--- src/rtl/core/assert_macros.svh ---
// Assertion helpers shared by the RTL.
`ifndef ASSERT_MACROS_SVH
`define ASSERT_MACROS_SVH

// Same-cycle implication.
`define ASSERT_IMPL(label, clk, rst_n, ante, cons) \
    label: assert property (@(posedge clk) disable iff (!rst_n) (ante) |-> (cons)) \
        else $error("same-cycle check failed");

// Next-cycle implication.
`define ASSERT_NEXT(label, clk, rst_n, ante, cons) \
    label: assert property (@(posedge clk) disable iff (!rst_n) (ante) |=> (cons)) \
        else $error("next-cycle check failed");

`endif

--- src/rtl/core/gss_pkg.sv ---
package gss_pkg;

    localparam int SAMPLE_W  = 24;
    localparam int GRID_MAX  = 1024;
    localparam int CNT_W     = 10;
    localparam int GRID_W    = 11;
    localparam int SHIFT_W   = 20;
    localparam int SCALE_W   = 32;
    localparam int DEPTH_W   = 16;
    localparam int CFG_IDX_W = 3;
    localparam int CFG_DAT_W = 32;
    localparam int HORNER_N  = 11;
    localparam int SQ_STEPS  = 31;
    localparam int CC_W      = 31;
    localparam int REM_W     = 34;

    localparam logic [CC_W-1:0]    Q30_ONE   = 31'h4000_0000;
    localparam logic [29:0]        LN2_Q30   = 30'd744261118;
    localparam logic [28:0]        T_LIMIT   = 29'h1000_0000;
    localparam logic [DEPTH_W-1:0] DEPTH_MAX = 16'd32768;

    typedef enum logic [CFG_IDX_W-1:0] {
        REG_GRID_SIZE = 3'd0,
        REG_X_SHIFT   = 3'd1,
        REG_Y_SHIFT   = 3'd2,
        REG_EXP_SCALE = 3'd3,
        REG_DEPTH     = 3'd4
    } cfg_idx_t;

    typedef struct packed {
        logic signed [SAMPLE_W-1:0] sample_re;
        logic signed [SAMPLE_W-1:0] sample_im;
    } in_t;

    typedef struct packed {
        logic signed [SAMPLE_W-1:0] out_re;
        logic signed [SAMPLE_W-1:0] out_im;
        logic                       frame_end;
    } out_t;

    typedef struct packed {
        logic [GRID_W-1:0]         grid_size;
        logic signed [SHIFT_W-1:0] x_shift;
        logic signed [SHIFT_W-1:0] y_shift;
        logic [SCALE_W-1:0]        exp_scale;
        logic [DEPTH_W-1:0]        depth;
    } cfg_t;

    localparam cfg_t CFG_RESET = '{
        grid_size: 11'd256,
        x_shift:   20'sd0,
        y_shift:   20'sd0,
        exp_scale: 32'd16777216,
        depth:     16'd16384
    };

    typedef struct packed {
        in_t  smp;
        logic last;
    } tag_t;

    typedef struct packed {
        logic [29:0] r;
        logic [4:0]  k;
        logic        zero;
        tag_t        tag;
    } exp_ctx_t;

    // floor(m / n) = (m * magic) >> shift for m below 2^30
    function automatic logic [31:0] hdiv_magic(input int n);
        case (n)
            3:       return 32'd1431655766;
            5:       return 32'd1717986919;
            6:       return 32'd1431655766;
            7:       return 32'd1227133514;
            9:       return 32'd1908874354;
            10:      return 32'd1717986919;
            11:      return 32'd1561806290;
            default: return 32'd1;
        endcase
    endfunction

    function automatic int hdiv_shift(input int n);
        case (n)
            2:       return 1;
            3:       return 32;
            4:       return 2;
            5, 6, 7: return 33;
            8:       return 3;
            9, 10, 11: return 34;
            default: return 0;
        endcase
    endfunction

endpackage

--- src/rtl/core/gss_sqstep.sv ---
module gss_sqstep #(
    parameter int I = 0
) (
    input  logic                      clk,
    input  logic                      rst_n,
    input  logic                      en,
    input  logic                      in_vld,
    input  logic [gss_pkg::REM_W-1:0] in_rem,
    input  logic [gss_pkg::CC_W-1:0]  in_root,
    input  logic [gss_pkg::CC_W-1:0]  in_v,
    input  gss_pkg::tag_t             in_tag,
    output logic                      out_vld,
    output logic [gss_pkg::REM_W-1:0] out_rem,
    output logic [gss_pkg::CC_W-1:0]  out_root,
    output logic [gss_pkg::CC_W-1:0]  out_v,
    output gss_pkg::tag_t             out_tag
);
    import gss_pkg::*;

    localparam int POS = 61 - 2 * I;

    logic             vld_reg;
    logic [REM_W-1:0] rem_reg, rem_sh, trial, rem_c;
    logic [CC_W-1:0]  root_reg, root_c, v_reg;
    logic [61:0]      rad;
    tag_t             tag_reg;

    // radicand is v * 2^30, two bits consumed per stage
    always_comb
    begin
        rad    = {1'b0, in_v, 30'b0};
        rem_sh = {in_rem[REM_W-3:0], rad[POS -: 2]};
        trial  = {1'b0, in_root, 2'b01};
        if (rem_sh >= trial)
        begin
            rem_c  = rem_sh - trial;
            root_c = {in_root[CC_W-2:0], 1'b1};
        end
        else
        begin
            rem_c  = rem_sh;
            root_c = {in_root[CC_W-2:0], 1'b0};
        end
    end

    always_ff @(posedge clk or negedge rst_n)
    begin
        if (!rst_n)
            vld_reg <= 1'b0;
        else if (en)
            vld_reg <= in_vld;
    end

    always_ff @(posedge clk)
    begin
        if (en)
        begin
            rem_reg  <= rem_c;
            root_reg <= root_c;
            v_reg    <= in_v;
            tag_reg  <= in_tag;
        end
    end

    assign out_vld  = vld_reg;
    assign out_rem  = rem_reg;
    assign out_root = root_reg;
    assign out_v    = v_reg;
    assign out_tag  = tag_reg;

endmodule

--- config.mk ---
export PLATFORM = sky130hd
export DESIGN_NAME = gss_sqstep
export DESIGN_NICKNAME = d
export VERILOG_FILES = /design/src/rtl/core/assert_macros.svh /design/src/rtl/core/gss_pkg.sv /design/src/rtl/core/gss_sqstep.sv
export SDC_FILE = /design/constraint.sdc
export NUM_CORES = 1
export LEC_CHECK = 0
export ABC_CLOCK_PERIOD_IN_PS = 1180
export BUFFER_PORTS_ARGS = -buffer_cell sky130_fd_sc_hd__buf_2
export CAP_MARGIN = 30
export CORE_AREA = 2 2 141 143
export DETAILED_ROUTE_END_ITERATION = 8
export DIE_AREA = 0 0 143 145
export GPL_TIMING_DRIVEN = 0
export SLEW_MARGIN = 20
export SYNTH_ARGS = -nofsm -noshare
export SYNTH_HDL_FRONTEND = slang
export SYNTH_SLANG_ARGS = --single-unit
--- constraint.sdc ---
create_clock -name clk -period 1.18 [get_ports clk]
set_clock_uncertainty 0.05 [all_clocks]
set_input_delay 0.236 -clock clk [delete_from_list [all_inputs] [get_ports clk]]
set_output_delay 0.236 -clock clk [all_outputs]
set_load 0.01 [all_outputs]
Yosys cells after proc, flatten, opt, wreduce, memory -nomap -nowiden
Cells that the tools add are included.

Input port bits: 149. Output and inout bits: 146. Bits in registers: 146.

Order comparisons: 1. Multiplexer cells: 2. Add/subtract/negate cells: 1.

Operators by type and width (number): >= comparator 34 x 33 -> 1 bit (1); 2-to-1 mux 34 bit (1); subtractor 34 x 33 -> 34 bit (1); 2-to-1 mux 1 bit (1).

Longest topological paths before layout
Word-level depth: 2. Gate-level depth with buffers: 13. Gate-level depth less buffers: 11.

Worst setup path before layout
Ideal clock, no wire load.

Path type: input to register. From: input port in_root[8] (netlist bit). To: register rem_reg[10] (netlist: out_rem[10]) (data pin). Required time: 870 ps. Stages: 12. Setup slack: -2175 ps. Arrival time: 3044 ps. Buffers on the path: 1. Setup time: 260 ps. Path through: inv_1 ha_1 a211o_1 a311oi_2 o31ai_1 a31oi_2 o211ai_2 a31o_2 a41o_4 a211oi_4 buf_6 mux2_4.

Word-level cells in the longest chain between the ends: 2.

Ends and longest elaborated chain: from (decl) (RTL line gss_sqstep.sv:9) `input logic [gss_pkg::CC_W-1:0] in_root,`; subtractor 34 x 33 -> 34 bit or >= comparator 34 x 33 -> 1 bit (tied branches) (RTL line gss_sqstep.sv:36, gss_sqstep.sv:34); 2-to-1 mux 34 bit (*) (RTL line gss_sqstep.sv:34) `if (rem_sh >= trial)`; net rem_c[10] (RTL line gss_sqstep.sv:23) `logic [REM_W-1:0] rem_reg, rem_sh, trial, rem_c;`; to (signal assigned) (RTL line gss_sqstep.sv:58) `rem_reg <= rem_c;`; to (decl) (RTL line gss_sqstep.sv:23).

Mark *: on every way through the listed nets, which the timed path passes. The rest lies on a longest branch. A chain may end at the register's enable or synchronous reset.

Worst setup path in the final report
From: input port in_root[8] (netlist bit). To: register rem_reg[24] (netlist: out_rem[24]) (data pin).

The elaborated chain is that of the path after synthesis.

==> flow_metrics.env <==
export IMPL_worst_slack_ns=-1.874
export IMPL_finalSetupViolations=181
export IMPL_path_max_fanout=8
export IMPL_worstHoldPathCells=2
export IMPL_syn_area_sq_mm=0.006598
export IMPL_grt_max_degree=97
export IMPL_period_share=2.588
export IMPL_post_place_ws_ns=-2.683
export IMPL_tightest_slew_ns=0.8566
export IMPL_grt_pass1_wl_um=30770
export IMPL_htree_num_levels=4
export IMPL_rsz0062_at_grt="yes"
export IMPL_cts_buffers_inserted=17
export IMPL_crit_required_ns=1.29
export IMPL_via_per_inst=4.649
export IMPL_synth_area_leaders="edfxtp_1, ha_1, mux2_4, xnor2_1, a21oi_1"
export IMPL_syn_nets=620
export IMPL_num_vias=5393
export IMPL_synth_edf_count=145
export IMPL_critical_path_arrival_ns=3.16
export IMPL_drive_gt1_frac=0.4507
export IMPL_clkTransAtPathRegs_ns=0.07
export IMPL_critical_path_class="input port to flip-flop"
export IMPL_worstHoldPathType="input port to flip-flop"
export IMPL_drc_errors=0
export IMPL_min_to="out_vld"
export IMPL_synthArstFlopShare=0.006849
export IMPL_hpwl_um=13830
export IMPL_cp_end_kind="flip-flop"
export IMPL_grt_usage=0.1939
export IMPL_synth_warnings=0
export IMPL_yosys_top_cells_count="edfxtp_1, inv_1, a21oi_1, ha_1"
export IMPL_synth_flop_cell="edfxtp_1"
export IMPL_r2r_slack_ns=0.36
export IMPL_initial_utilization=0.3435
export IMPL_clock_path_buffers=2
export IMPL_period_minus_slack_ns=3.054
export IMPL_synth_top_area_frac=0.6600
export IMPL_status="finished with violations"
export IMPL_max_cap_violations=0
export IMPL_cts_tree="yes"
export IMPL_reg2reg_from="out_vld"
export IMPL_start_kind="input port"
export IMPL_grt_pass1_vias=5711
export IMPL_avgSynthCellArea_sq_um=15.03
export IMPL_reg2reg_to="out_vld"
export IMPL_gp_congestion=0.8397
export IMPL_power_density_mw_per_mm2=1419
export IMPL_cts_sinks=146
export IMPL_ys_seq_area_frac=0.6638
export IMPL_hold_start="in_vld"
export IMPL_netlist_cell_type_count=49
export IMPL_die_h_um=145
export IMPL_postRouteWirelength_um=21050
export IMPL_rows=51
export IMPL_cp_cell_sequence="buf_6, inv_4, ha_4, a211o_1, a311oi_2, o31ai_4, a31oi_4, o211ai_2, a31o_4, a41o_4, a211oi_4, buf_12, buf_8, mux2_4"
export IMPL_clkLatencyLatePin_ns=0.41
export IMPL_fin_hold_ws_ns=0.02828
export IMPL_ir_drop_mv=0.8882
export IMPL_r2r_cells=1
export IMPL_ios=295
export IMPL_drtAntennaViolNets=0
export IMPL_wire_per_inst_um=18.15
export IMPL_p_leak_nw=4.671
export IMPL_grt_overflow_total=0
export IMPL_synth_most_common_cell="edfxtp_1"
export IMPL_clock_tree_root_cell="clkbuf_16"
export IMPL_io_buffers=292
export IMPL_power_mw=15.06
export IMPL_hold_viol_final=0
export IMPL_antenna_found_initial=2
export IMPL_violations="negative setup slack"
export IMPL_tns_ns=-69.60
export IMPL_die_area_sq_mm=0.02074
export IMPL_fmax_mhz=327.5
export IMPL_drtIter0Drc=215
export IMPL_critPathSlowestCell="a311oi_2"
export IMPL_drv_slew=0
export IMPL_firstDrtPassIters=4
export IMPL_core_sq_mm=0.01921
export IMPL_critPathMaxStageDelay_ns=0.34
export IMPL_syn_inst=439
export IMPL_max_slew_margin_rel=0.4255
export IMPL_yosysTopAreaCell="edfxtp_1"
export IMPL_syn2layout_area_growth_pct=60.80
export IMPL_synth_seq_cells=146
export IMPL_fin_nets=1060
export IMPL_die_w_um=143
[how the worst max path moves through the flow]
stage | start | endpoint | slack, ns
4_1_cts | in_root[8] | out_rem[20] | -1.85
6_report | in_root[8] | out_rem[24] | -1.87
2_1_floorplan | in_rem[8] | out_rem[10] | -2.00
3_5_place_dp | in_root[0] | out_rem[32] | -2.68
3_3_place_gp | in_root[0] | out_rem[31] | -2.65
5_1_grt | in_root[8] | out_rem[27] | -1.93
[cell type report]
class,instances,area [sq um]
fill,1568,8598
sequential,146,4379
timing repair buffer,424,2932
multi-input combinational,243,2161
clock buffer,18,429.2
tap,265,331.6
inverter,38,155.1
clock inverter,14,143.9
buffer,9,70.07
antenna,3,7.507
[routing by layer]
layer  global-route usage  wire [um]  vias to the layer above
met5             0.005013          0                        -
met4              0.09752        793                        0
met3              0.06799       1698                       47
met2               0.3316      10570                      224
met1               0.2103       7992                     2574
li1                     -          -                     2548
[logic make-up (layout without fill, tap and decap cells)]
| group | Yosys count | after routing | share of synthesized area |
|---|---|---|---|
| other cells | 0 | 3 | 0 |
| mux | 32 | 32 | 0.06562 |
| xor+xnor | 28 | 28 | 0.03717 |
| flops | 146 | 146 | 0.6638 |
| fa+ha+maj | 32 | 32 | 0.06182 |
| compound gates | 95 | 95 | 0.09880 |
| buf+inv | 50 | 503 | 0.03262 |
| simple gates | 56 | 56 | 0.04021 |
[sequential cells by signal, summed over array words and instances (netlist names)]
name and cells:
out_root 31, out_vld 1, out_v 31, out_tag 49, out_rem 34
[worst max-delay path, delay by kind of cell]
kind / cells / cell delay (ns)
muxes: 1 / 0.30
adders and majority gates: 1 / 0.19
buffers and inverters: 4 / 0.48
AOI/OAI and AO/OA: 8 / 1.94
[timing repair]
action,CTS,global route
buffers inserted,13,6
gates cloned,1,1
hold buffers,110,0
gates resized for setup,24,40
hold endpoints to repair,110,0
pin swaps,9,9
endpoints found under the setup margin,181,181
[metrics by stage]
stage / instance area [sq um] / instances / utilization
after floorplan: 6698 / 439 / -
after global routing: 10610 / 1159 / 0.5522
after detailed placement: 8528 / 997 / 0.4440
final: 10610 / 1160 / 0.5523
after CTS: 10420 / 1151 / 0.5423
after global placement: 8491 / 996 / 0.4421
[cell usage in the layout (no fill, tap or decap), types with 4 or more instances in the layout]
cell	count
clkbuf_16	18
a21oi_1	30
inv_6	4
edfxtp_1	145
clkbuf_1	7
buf_4	17
nand2_1	15
inv_1	32
nor2_1	15
xor2_1	8
xnor2_1	20
a31oi_1	5
inv_4	5
a21o_1	17
nand4_1	4
o21ai_0	15
mux2_4	27
nand3_1	10
dlygate4sd3_1	110
ha_4	6
buf_2	273
ha_1	25
clkinv_4	4
buf_6	19
[report_power, final]
part	switching (mW)	internal (mW)	leakage, nW
sequential	0.140	6.31	1.43
clock	2.47	2.81	0.277
combinational	1.60	1.72	2.96
total	4.22	10.8	4.67
(Power assumes the default switching activity.)
